==> config.mk <==
export PLATFORM = sky130hd
export DESIGN_NAME = fifo_queue_with_search_top
export DESIGN_NICKNAME = d
export VERILOG_FILES = /design/src/hw/rtl/fq_pkg.sv /design/src/hw/rtl/fq_ram.sv /design/src/hw/rtl/fq_seq.sv /design/src/hw/rtl/fifo_queue_with_search_top.sv
export VERILOG_INCLUDE_DIRS = /design/src /design/src/hw/rtl
export SDC_FILE = /design/constraint.sdc
export NUM_CORES = 2
export LEC_CHECK = 0
export BUFFER_PORTS_ARGS = -buffer_cell sky130_fd_sc_hd__buf_4
export CAP_MARGIN = 10
export CORE_MARGIN = 1.5
export CORE_UTILIZATION = 45
export CTS_CLUSTER_DIAMETER = 100
export DETAILED_ROUTE_END_ITERATION = 12
export HOLD_SLACK_MARGIN = 0.08
export PLACE_DENSITY = 0.7
export SKIP_LAST_GASP = 1
export SYNTH_ARGS = -nofsm -noshare
export SYNTH_HDL_FRONTEND = slang
export SYNTH_HIERARCHICAL = 1
export SYNTH_SLANG_ARGS = --single-unit
export TNS_END_PERCENT = 10
==> constraint.sdc <==
create_clock -name clk -period 6.32 [get_ports clk]
set_input_delay 1.264 -clock clk [delete_from_list [all_inputs] [get_ports clk]]
set_output_delay 1.264 -clock clk [all_outputs]
set_load 0.005 [all_outputs]
==> src/hw/rtl/fifo_queue_with_search_top_macros.svh <==
// Assertion macros for the queue RTL.
// Depends on nothing; expects signals named clk and rst_n at the point of use.
`ifndef FIFO_QUEUE_WITH_SEARCH_TOP_MACROS_SVH
`define FIFO_QUEUE_WITH_SEARCH_TOP_MACROS_SVH

// Same-cycle implication, checked outside reset.
`define FQ_ASSERT_IMP(lbl, ante, cons, msg) \
    lbl: assert property (@(posedge clk) disable iff (!rst_n) (ante) |-> (cons)) \
        else $error(msg);

// Next-cycle implication, checked outside reset.
`define FQ_ASSERT_NEXT(lbl, ante, cons, msg) \
    lbl: assert property (@(posedge clk) disable iff (!rst_n) (ante) |=> (cons)) \
        else $error(msg);

`endif

==> src/hw/rtl/fq_pkg.sv <==
// Shared types, constants and helper functions for the searchable queue.
// Depends on nothing; used by the sequencer and the top level.
package fq_pkg;

    localparam int DEPTH     = 16;
    localparam int WORD_BITS = 64;
    localparam int DATA_BITS = 64;
    localparam int FILL_BITS = 5;
    localparam int ADDR_BITS = (DEPTH > 1) ? $clog2(DEPTH) : 1;
    localparam int CNT_BITS  = $clog2(DEPTH + 1);

    typedef enum logic [1:0] {
        CMD_PUSH   = 2'd0,
        CMD_POP    = 2'd1,
        CMD_SEARCH = 2'd2,
        CMD_CLEAR  = 2'd3
    } cmd_t;

    typedef enum logic [1:0] {
        ST_OK    = 2'd0,
        ST_FULL  = 2'd1,
        ST_EMPTY = 2'd2
    } status_t;

    typedef struct packed {
        status_t                status;
        logic [DATA_BITS-1:0]   data_out;
        logic                   found;
        logic [FILL_BITS-1:0]   fill_count;
    } result_t;

    // Ring increment that wraps at DEPTH, also for depths that are no power of two.
    function automatic logic [ADDR_BITS-1:0] next_slot(input logic [ADDR_BITS-1:0] idx);
        logic [ADDR_BITS-1:0] res;
        if (idx == ADDR_BITS'(DEPTH - 1))
        begin
            res = '0;
        end
        else
        begin
            res = idx + ADDR_BITS'(1);
        end
        return res;
    endfunction

    // Count as shown in the five-bit result field: low bits only.
    function automatic logic [FILL_BITS-1:0] fill_field(input logic [CNT_BITS-1:0] cnt);
        logic [FILL_BITS+CNT_BITS-1:0] wide;
        wide = {{FILL_BITS{1'b0}}, cnt};
        return wide[FILL_BITS-1:0];
    endfunction

endpackage

==> src/hw/rtl/fq_ram.sv <==
// Generic single-port-write, single-port-read RAM with a registered read.
// Depends on nothing.
module fq_ram #(
    parameter int WIDTH = 64,
    parameter int DEPTH = 16
) (
    input  logic                       clk,
    input  logic                       we,
    input  logic [$clog2(DEPTH)-1:0]   waddr,
    input  logic [WIDTH-1:0]           wdata,
    input  logic                       re,
    input  logic [$clog2(DEPTH)-1:0]   raddr,
    output logic [WIDTH-1:0]           rdata
);

    logic [WIDTH-1:0] mem [DEPTH];
    logic [WIDTH-1:0] rdata_reg;

    always_ff @(posedge clk)
    begin
        if (we)
        begin
            mem[waddr] <= wdata;
        end
        if (re)
        begin
            rdata_reg <= mem[raddr];
        end
    end

    assign rdata = rdata_reg;

endmodule

==> src/hw/rtl/fq_seq.sv <==
// Command sequencer: ring pointers, count and the search walk over the RAM.
// Depends on fq_pkg; drives the ports of one fq_ram instance.
module fq_seq (
    input  logic                           clk,
    input  logic                           rst_n,
    input  logic                           in_valid,
    output logic                           in_ready,
    input  fq_pkg::cmd_t                   in_cmd,
    input  logic [fq_pkg::DATA_BITS-1:0]   in_value,
    output logic                           res_valid,
    input  logic                           res_take,
    output fq_pkg::result_t                res,
    output logic                           ram_we,
    output logic [fq_pkg::ADDR_BITS-1:0]   ram_waddr,
    output logic [fq_pkg::WORD_BITS-1:0]   ram_wdata,
    output logic                           ram_re,
    output logic [fq_pkg::ADDR_BITS-1:0]   ram_raddr,
    input  logic [fq_pkg::WORD_BITS-1:0]   ram_rdata
);

    import fq_pkg::*;

    typedef enum logic [3:0] {
        S_IDLE     = 4'b0001,
        S_POP_WAIT = 4'b0010,
        S_SEARCH   = 4'b0100,
        S_DONE     = 4'b1000
    } state_t;

    state_t                 state_reg, state_next;
    logic [ADDR_BITS-1:0]   head_reg, head_next;
    logic [ADDR_BITS-1:0]   tail_reg, tail_next;
    logic [CNT_BITS-1:0]    count_reg, count_next;
    logic [ADDR_BITS-1:0]   scan_idx_reg, scan_idx_next;
    logic [CNT_BITS-1:0]    scan_left_reg, scan_left_next;
    logic [WORD_BITS-1:0]   key_reg, key_next;
    result_t                res_reg, res_next;
    logic                   hit;

    assign hit       = (ram_rdata == key_reg);
    assign in_ready  = (state_reg == S_IDLE);
    assign res_valid = (state_reg == S_DONE);
    assign res       = res_reg;

    always_comb
    begin
        state_next     = state_reg;
        head_next      = head_reg;
        tail_next      = tail_reg;
        count_next     = count_reg;
        scan_idx_next  = scan_idx_reg;
        scan_left_next = scan_left_reg;
        key_next       = key_reg;
        res_next       = res_reg;
        ram_we         = 1'b0;
        ram_waddr      = tail_reg;
        ram_wdata      = in_value[WORD_BITS-1:0];
        ram_re         = 1'b0;
        ram_raddr      = head_reg;

        unique case (state_reg)
            S_IDLE:
            begin
                if (in_valid)
                begin
                    res_next.status     = ST_OK;
                    res_next.data_out   = '0;
                    res_next.found      = 1'b0;
                    res_next.fill_count = fill_field(count_reg);
                    state_next          = S_DONE;
                    unique case (in_cmd)
                        CMD_PUSH:
                        begin
                            if (count_reg == CNT_BITS'(DEPTH))
                            begin
                                res_next.status = ST_FULL;
                            end
                            else
                            begin
                                ram_we              = 1'b1;
                                tail_next           = next_slot(tail_reg);
                                count_next          = count_reg + CNT_BITS'(1);
                                res_next.fill_count = fill_field(count_next);
                            end
                        end
                        CMD_POP:
                        begin
                            if (count_reg == '0)
                            begin
                                res_next.status = ST_EMPTY;
                            end
                            else
                            begin
                                ram_re              = 1'b1;
                                head_next           = next_slot(head_reg);
                                count_next          = count_reg - CNT_BITS'(1);
                                res_next.fill_count = fill_field(count_next);
                                state_next          = S_POP_WAIT;
                            end
                        end
                        CMD_SEARCH:
                        begin
                            key_next = in_value[WORD_BITS-1:0];
                            if (count_reg != '0)
                            begin
                                ram_re         = 1'b1;
                                scan_idx_next  = next_slot(head_reg);
                                scan_left_next = count_reg - CNT_BITS'(1);
                                state_next     = S_SEARCH;
                            end
                        end
                        CMD_CLEAR:
                        begin
                            head_next           = '0;
                            tail_next           = '0;
                            count_next          = '0;
                            res_next.fill_count = '0;
                        end
                        default:
                        begin
                            state_next = S_DONE;
                        end
                    endcase
                end
            end
            S_POP_WAIT:
            begin
                res_next.data_out = DATA_BITS'(ram_rdata);
                state_next        = S_DONE;
            end
            S_SEARCH:
            begin
                // Compare the word read last cycle; fetch the next one on a miss.
                if (hit || (scan_left_reg == '0))
                begin
                    res_next.found = hit;
                    state_next     = S_DONE;
                end
                else
                begin
                    ram_re         = 1'b1;
                    ram_raddr      = scan_idx_reg;
                    scan_idx_next  = next_slot(scan_idx_reg);
                    scan_left_next = scan_left_reg - CNT_BITS'(1);
                end
            end
            S_DONE:
            begin
                if (res_take)
                begin
                    state_next = S_IDLE;
                end
            end
            default:
            begin
                state_next = S_IDLE;
            end
        endcase
    end

    always_ff @(posedge clk or negedge rst_n)
    begin
        if (!rst_n)
        begin
            state_reg <= S_IDLE;
            head_reg  <= '0;
            tail_reg  <= '0;
            count_reg <= '0;
        end
        else
        begin
            state_reg <= state_next;
            head_reg  <= head_next;
            tail_reg  <= tail_next;
            count_reg <= count_next;
        end
    end

    always_ff @(posedge clk)
    begin
        scan_idx_reg  <= scan_idx_next;
        scan_left_reg <= scan_left_next;
        key_reg       <= key_next;
        res_reg       <= res_next;
    end

endmodule

==> src/hw/rtl/fifo_queue_with_search_top.sv <==
// Top level of the searchable queue: sequencer, word RAM and output register.
// Depends on fq_pkg, fq_ram, fq_seq and fifo_queue_with_search_top_macros.svh.
//
// A first-in first-out queue of DEPTH words held as a ring in one synchronous
// RAM. Each request carries a command in s_axis_tuser (push, pop, search,
// clear) and a word in s_axis_tdata; each request yields exactly one result on
// the master side: a status, the popped word, a found flag and the count after
// the command. Push and clear write their result straight into the result
// register of the sequencer, a pop first waits for the RAM read, and a search
// walks the ring from the head one word per cycle through the single RAM read
// port, stopping at the first hit or after the last stored word; the result
// register then hands the result on to the output register. One request is
// worked on at a time; the next one is taken as soon as the previous result
// has moved into the output register, even while that result waits for
// m_axis_tready. A push into a full queue is refused with a full status, a
// pop from an empty queue gives an empty status with zero data, and clear only
// resets the pointers, so no clearing pass runs after reset. Words compare as
// raw bit patterns.
module fifo_queue_with_search_top (
    input  logic        clk,
    input  logic        rst_n,
    input  logic        s_axis_tvalid,
    output logic        s_axis_tready,
    input  logic [63:0] s_axis_tdata,   // [63:0] value
    input  logic [1:0]  s_axis_tuser,   // [1:0] cmd
    output logic        m_axis_tvalid,
    input  logic        m_axis_tready,
    output logic [71:0] m_axis_tdata,   // [63:0] data_out, [64] found,
                                        // [69:65] fill_count, [71:70] zero
    output logic [1:0]  m_axis_tuser    // [1:0] status
);

    import fq_pkg::*;

    `include "fifo_queue_with_search_top_macros.svh"

    logic                   res_valid;
    logic                   res_take;
    result_t                res;
    logic                   ram_we;
    logic [ADDR_BITS-1:0]   ram_waddr;
    logic [WORD_BITS-1:0]   ram_wdata;
    logic                   ram_re;
    logic [ADDR_BITS-1:0]   ram_raddr;
    logic [WORD_BITS-1:0]   ram_rdata;

    logic                   out_valid_reg, out_valid_next;
    result_t                out_reg, out_next;

    // The output register takes a new result whenever it is empty or drains now.
    assign res_take = !out_valid_reg || m_axis_tready;

    fq_seq u_seq (
        .clk       (clk),
        .rst_n     (rst_n),
        .in_valid  (s_axis_tvalid),
        .in_ready  (s_axis_tready),
        .in_cmd    (cmd_t'(s_axis_tuser)),
        .in_value  (s_axis_tdata),
        .res_valid (res_valid),
        .res_take  (res_take),
        .res       (res),
        .ram_we    (ram_we),
        .ram_waddr (ram_waddr),
        .ram_wdata (ram_wdata),
        .ram_re    (ram_re),
        .ram_raddr (ram_raddr),
        .ram_rdata (ram_rdata)
    );

    fq_ram #(
        .WIDTH (WORD_BITS),
        .DEPTH (DEPTH)
    ) u_ram (
        .clk   (clk),
        .we    (ram_we),
        .waddr (ram_waddr),
        .wdata (ram_wdata),
        .re    (ram_re),
        .raddr (ram_raddr),
        .rdata (ram_rdata)
    );

    always_comb
    begin
        out_valid_next = out_valid_reg;
        out_next       = out_reg;
        if (res_take)
        begin
            out_valid_next = res_valid;
            if (res_valid)
            begin
                out_next = res;
            end
        end
    end

    always_ff @(posedge clk or negedge rst_n)
    begin
        if (!rst_n)
        begin
            out_valid_reg <= 1'b0;
        end
        else
        begin
            out_valid_reg <= out_valid_next;
        end
    end

    always_ff @(posedge clk)
    begin
        out_reg <= out_next;
    end

    assign m_axis_tvalid = out_valid_reg;
    assign m_axis_tuser  = out_reg.status;
    assign m_axis_tdata  = {2'b00, out_reg.fill_count, out_reg.found, out_reg.data_out};

    // A refused push reports a full queue.
    `FQ_ASSERT_IMP(a_full_count, out_valid_reg && (out_reg.status == ST_FULL), out_reg.fill_count == fill_field(CNT_BITS'(DEPTH)), "full status with a count below depth")

    // A refused pop carries neither data nor stored words.
    `FQ_ASSERT_IMP(a_empty_result, out_valid_reg && (out_reg.status == ST_EMPTY), (out_reg.data_out == '0) && (out_reg.fill_count == '0), "empty status with data or a nonzero count")

    // Only a search can report a hit, and a hit never comes from an empty queue.
    `FQ_ASSERT_IMP(a_found_ok, out_valid_reg && out_reg.found, (out_reg.status == ST_OK) && (out_reg.fill_count != '0) && (out_reg.data_out == '0), "found flag on a result that is no search hit")

    // Requests are worked on one at a time.
    `FQ_ASSERT_NEXT(a_one_at_a_time, s_axis_tvalid && s_axis_tready, !s_axis_tready, "request accepted while another is in progress")

endmodule

==> impl_metrics.yaml <==
status:
  run_status: "finished, final reports clean"
floorplanning:
  die-area_um2: 113000
  design.portCount: 146
  initial_cell_density_of_the_core_pct: 45.27
  std_cell_rows: 122
  die-width_um: 336.2
  core_area_um2: 110400
  die_height_um: 336.2
timing:
  timing_worst_slew_pin_value_ns: 1.227
  max-slew-margin-rel_pct: 18.19
  slew_violations: 0
  unrepaired_setup_endpoints_after_global_routing: "false"
  fmaxAchievable_ghz: 0.1884
  setup_viol: 0
  fin_skew_ns: 0.02843
  fin_crit_sh_pct: 84.00
  sum_of_negative_setup_slack_ns: 0
  final.min_clock_period_ns: 5.309
  finalHoldViolations: 0
  fin_ws_ns: 1.011
layout:
  register_area_um2: 39640
  largest_register_ff_count: 1024
  areaGrowthSynthToFinish_pct: 14.29
  final_area_um2: 57100
  area_of_the_multi_input_gates_um2: 9483
  layout.filler_cells: 8380
  mostFrequentLayoutCell: "edfxtp_1"
  drive_above_1_share_pct: 26.52
  finalNetCount: 2538
  final_cell_mix: "edfxtp_1 (1305), mux4_2 (256), buf_4 (166)"
  finalCoreUtilization_pct: 51.74
cts:
  cts_made_buffers: 134
  clock_tree.buffer_depth: 3
  clk-insertion-delay-late_ns: 0.75
  htree_num_levels: 4
  cts_hold_repair.buffers: 0
  root_buffer: "clkbuf_16"
  cts.repair_timing.setup_buffer_count: 0
  cts_tree: "yes"
  post_cts_resized: 0
  path_clk_slew_ns: 0.06
  clock-sinks: 1323
yosys:
  syn-cell-area_um2: 49960
  ys_dominant_reg_cell: "edfxtp_1"
  ys_seq_area_share_pct: 79.34
  yosysUniqueCellTypes: 61
  edff_count_synth: 1305
  async_flop_share_pct: 1.361
  post_synth.cell_area_avg_um2: 21.87
  synth-seq-cells: 1323
  synth-warning-count: 6
  synthesis.instances: 2284
setup_path:
  cp_dominant_cell_by_count: "nand4_1"
  cpMaxStageDelayCell: "nor4_1"
  crit_path_end_kind: "register"
  cp.required_ns: 6.78
  timing.critical_path.cells: "xnor2_1 > nand4_1 > nor4_1 > nand4_1 > nand3_1 > mux2_8 > buf_12 > mux4_2 > a22oi_1 > nand2_1"
  crit_type: "reg2reg"
  worst-path-buf-inv: 1
  critPathMaxFanout: 39
  crit_path_max_incr_delay_ns: 0.82
  crit_path_start_kind: "register"
  cell_family_contributing_the_most_delay_on_the_critical_path: "simple AND/OR/NAND/NOR gates"
  critPathArrivalTime_ns: 5.77
place:
  place.port_buffers: 143
  globalplace.congestion: 0.7895
  place_worst_setup_slack_ns: 0.9739
  placedInstanceArea_um2: 52950
  detailedPlacementHpwl_um: 63610
global_routing:
  grt_usage_pct: 21.40
  grt_pass1_wl_um: 172200
  largest_net_degree_at_the_start_of_global_routing: 65
  grt.overflow.total: 0
  initial_antenna_violation_count: 4
  first_global_vias: 24350
detailed_routing:
  route.antenna.remaining_nets: 0
  vias_per_cell: 5.922
  uppermost_metal_layer_occupied_by_signal_nets: "met5"
  drt-initial-drc-count: 2751
  routed-wl-met3_um: 11470
  route.layer.met1.wl_um: 47410
  detail_route.drc_violations: 0
  detailed_route_wire_length_per_cell_um: 29.36
  routed_wirelength_um: 118900
  length_of_routed_met2_wiring_um: 57290
  detail_route.first_pass.iterations: 6
  routed-via-count: 23990
pwr:
  totalPowerFinal_mw: 22.43
  p_per_area_nw_per_um2: 392.9
  power.static_leakage_nw: 17.97
  power.ir.vdd_worst_mv: 0.3023
job:
  drv.max_cap_violation_count: 0
hold_path:
  worstHoldPathType: "in2async"
cells in the mapped netlist (7+ instances only):
cell type  instances  area [um2]
a21oi_1            7       35.03
buf_6             13       146.4
nand2_1           90       337.8
a22oi_1          131       983.4
and2_1            68       425.4
nor2_1            28       105.1
dfrtp_1           17       425.4
ha_1              12       150.1
mux4_2           256        5766
xnor2_1           68       595.6
edfxtp_1        1305       39190
buf_1             15       56.30
buf_2             15       75.07
clkbuf_1          50       187.7
nor3_1             7       35.03
nand4_1           18       112.6
o21ai_0           24       120.1
buf_4             72       540.5
inv_1              8       30.03
final timing paths:
kind | startpoint | end | slack (ns) | depth (start not counted)
setup / recovery | u_ram/rdata[42] | u_ram/rdata[37] | 1.01 | 10
hold / removal | rst_n | u_seq/ram_waddr[2] | 0.40 | 1
setup reg to reg | u_ram/rdata[42] | u_ram/rdata[37] | 1.01 | 10
hold reg to reg | u_seq/res[56] | m_axis_tdata[50] | 0.42 | 0
max in group asynchronous | rst_n | u_seq/state_reg[0] | 5.65 | 1
min in group clk | u_seq/res[56] | m_axis_tdata[50] | 0.42 | 0
where the power goes:
part / switching, mW / internal (mW)
logic: 2.35 / 2.05
registers: 0.249 / 10.3
clock network: 3.28 / 4.19
total: 5.88 / 16.6
cell families (layout without fill, tap and decap cells):
group	Yosys count	after routing	synth area share, %
buffers and inverters	174	449	2.081
other	1	5	0.007506
DFF	1323	1323	79.34
xor gates and xnor gates	71	71	1.245
and+or+nand+nor	255	255	2.715
AOI/OAI and AO/OA	185	185	2.620
muxes	263	263	11.69
adders and majority gates	12	12	0.3005
per-layer routing:
metal / vias to the layer above / track usage, %
met1: 12770 / 30.18
met3: 186 / 4.014
met5: - / 0
met2: 1324 / 34.24
li1: 9705 / -
met4: 6 / 6.200
area by class of cell:
type                       instances  area share [%]
inverter                           9         0.05916
multi-input combinational        788           16.61
sequential                      1323           69.42
antenna                            3         0.01315
clock inverter                    79           1.128
timing repair buffer             200           3.388
tap                             1488           3.261
clock buffer                     161           6.124
per-stage QoR:
step / cells / hold WS (ns)
floorplan: 2285 / 0.4003
global placement: 3807 / 0.4006
detailed placement: 3808 / 0.4045
CTS: 4048 / 0.3561
global route: 4048 / 0.3881
finish: 4051 / 0.3972
No activity file was read; power rests on OpenSTA's default activity.
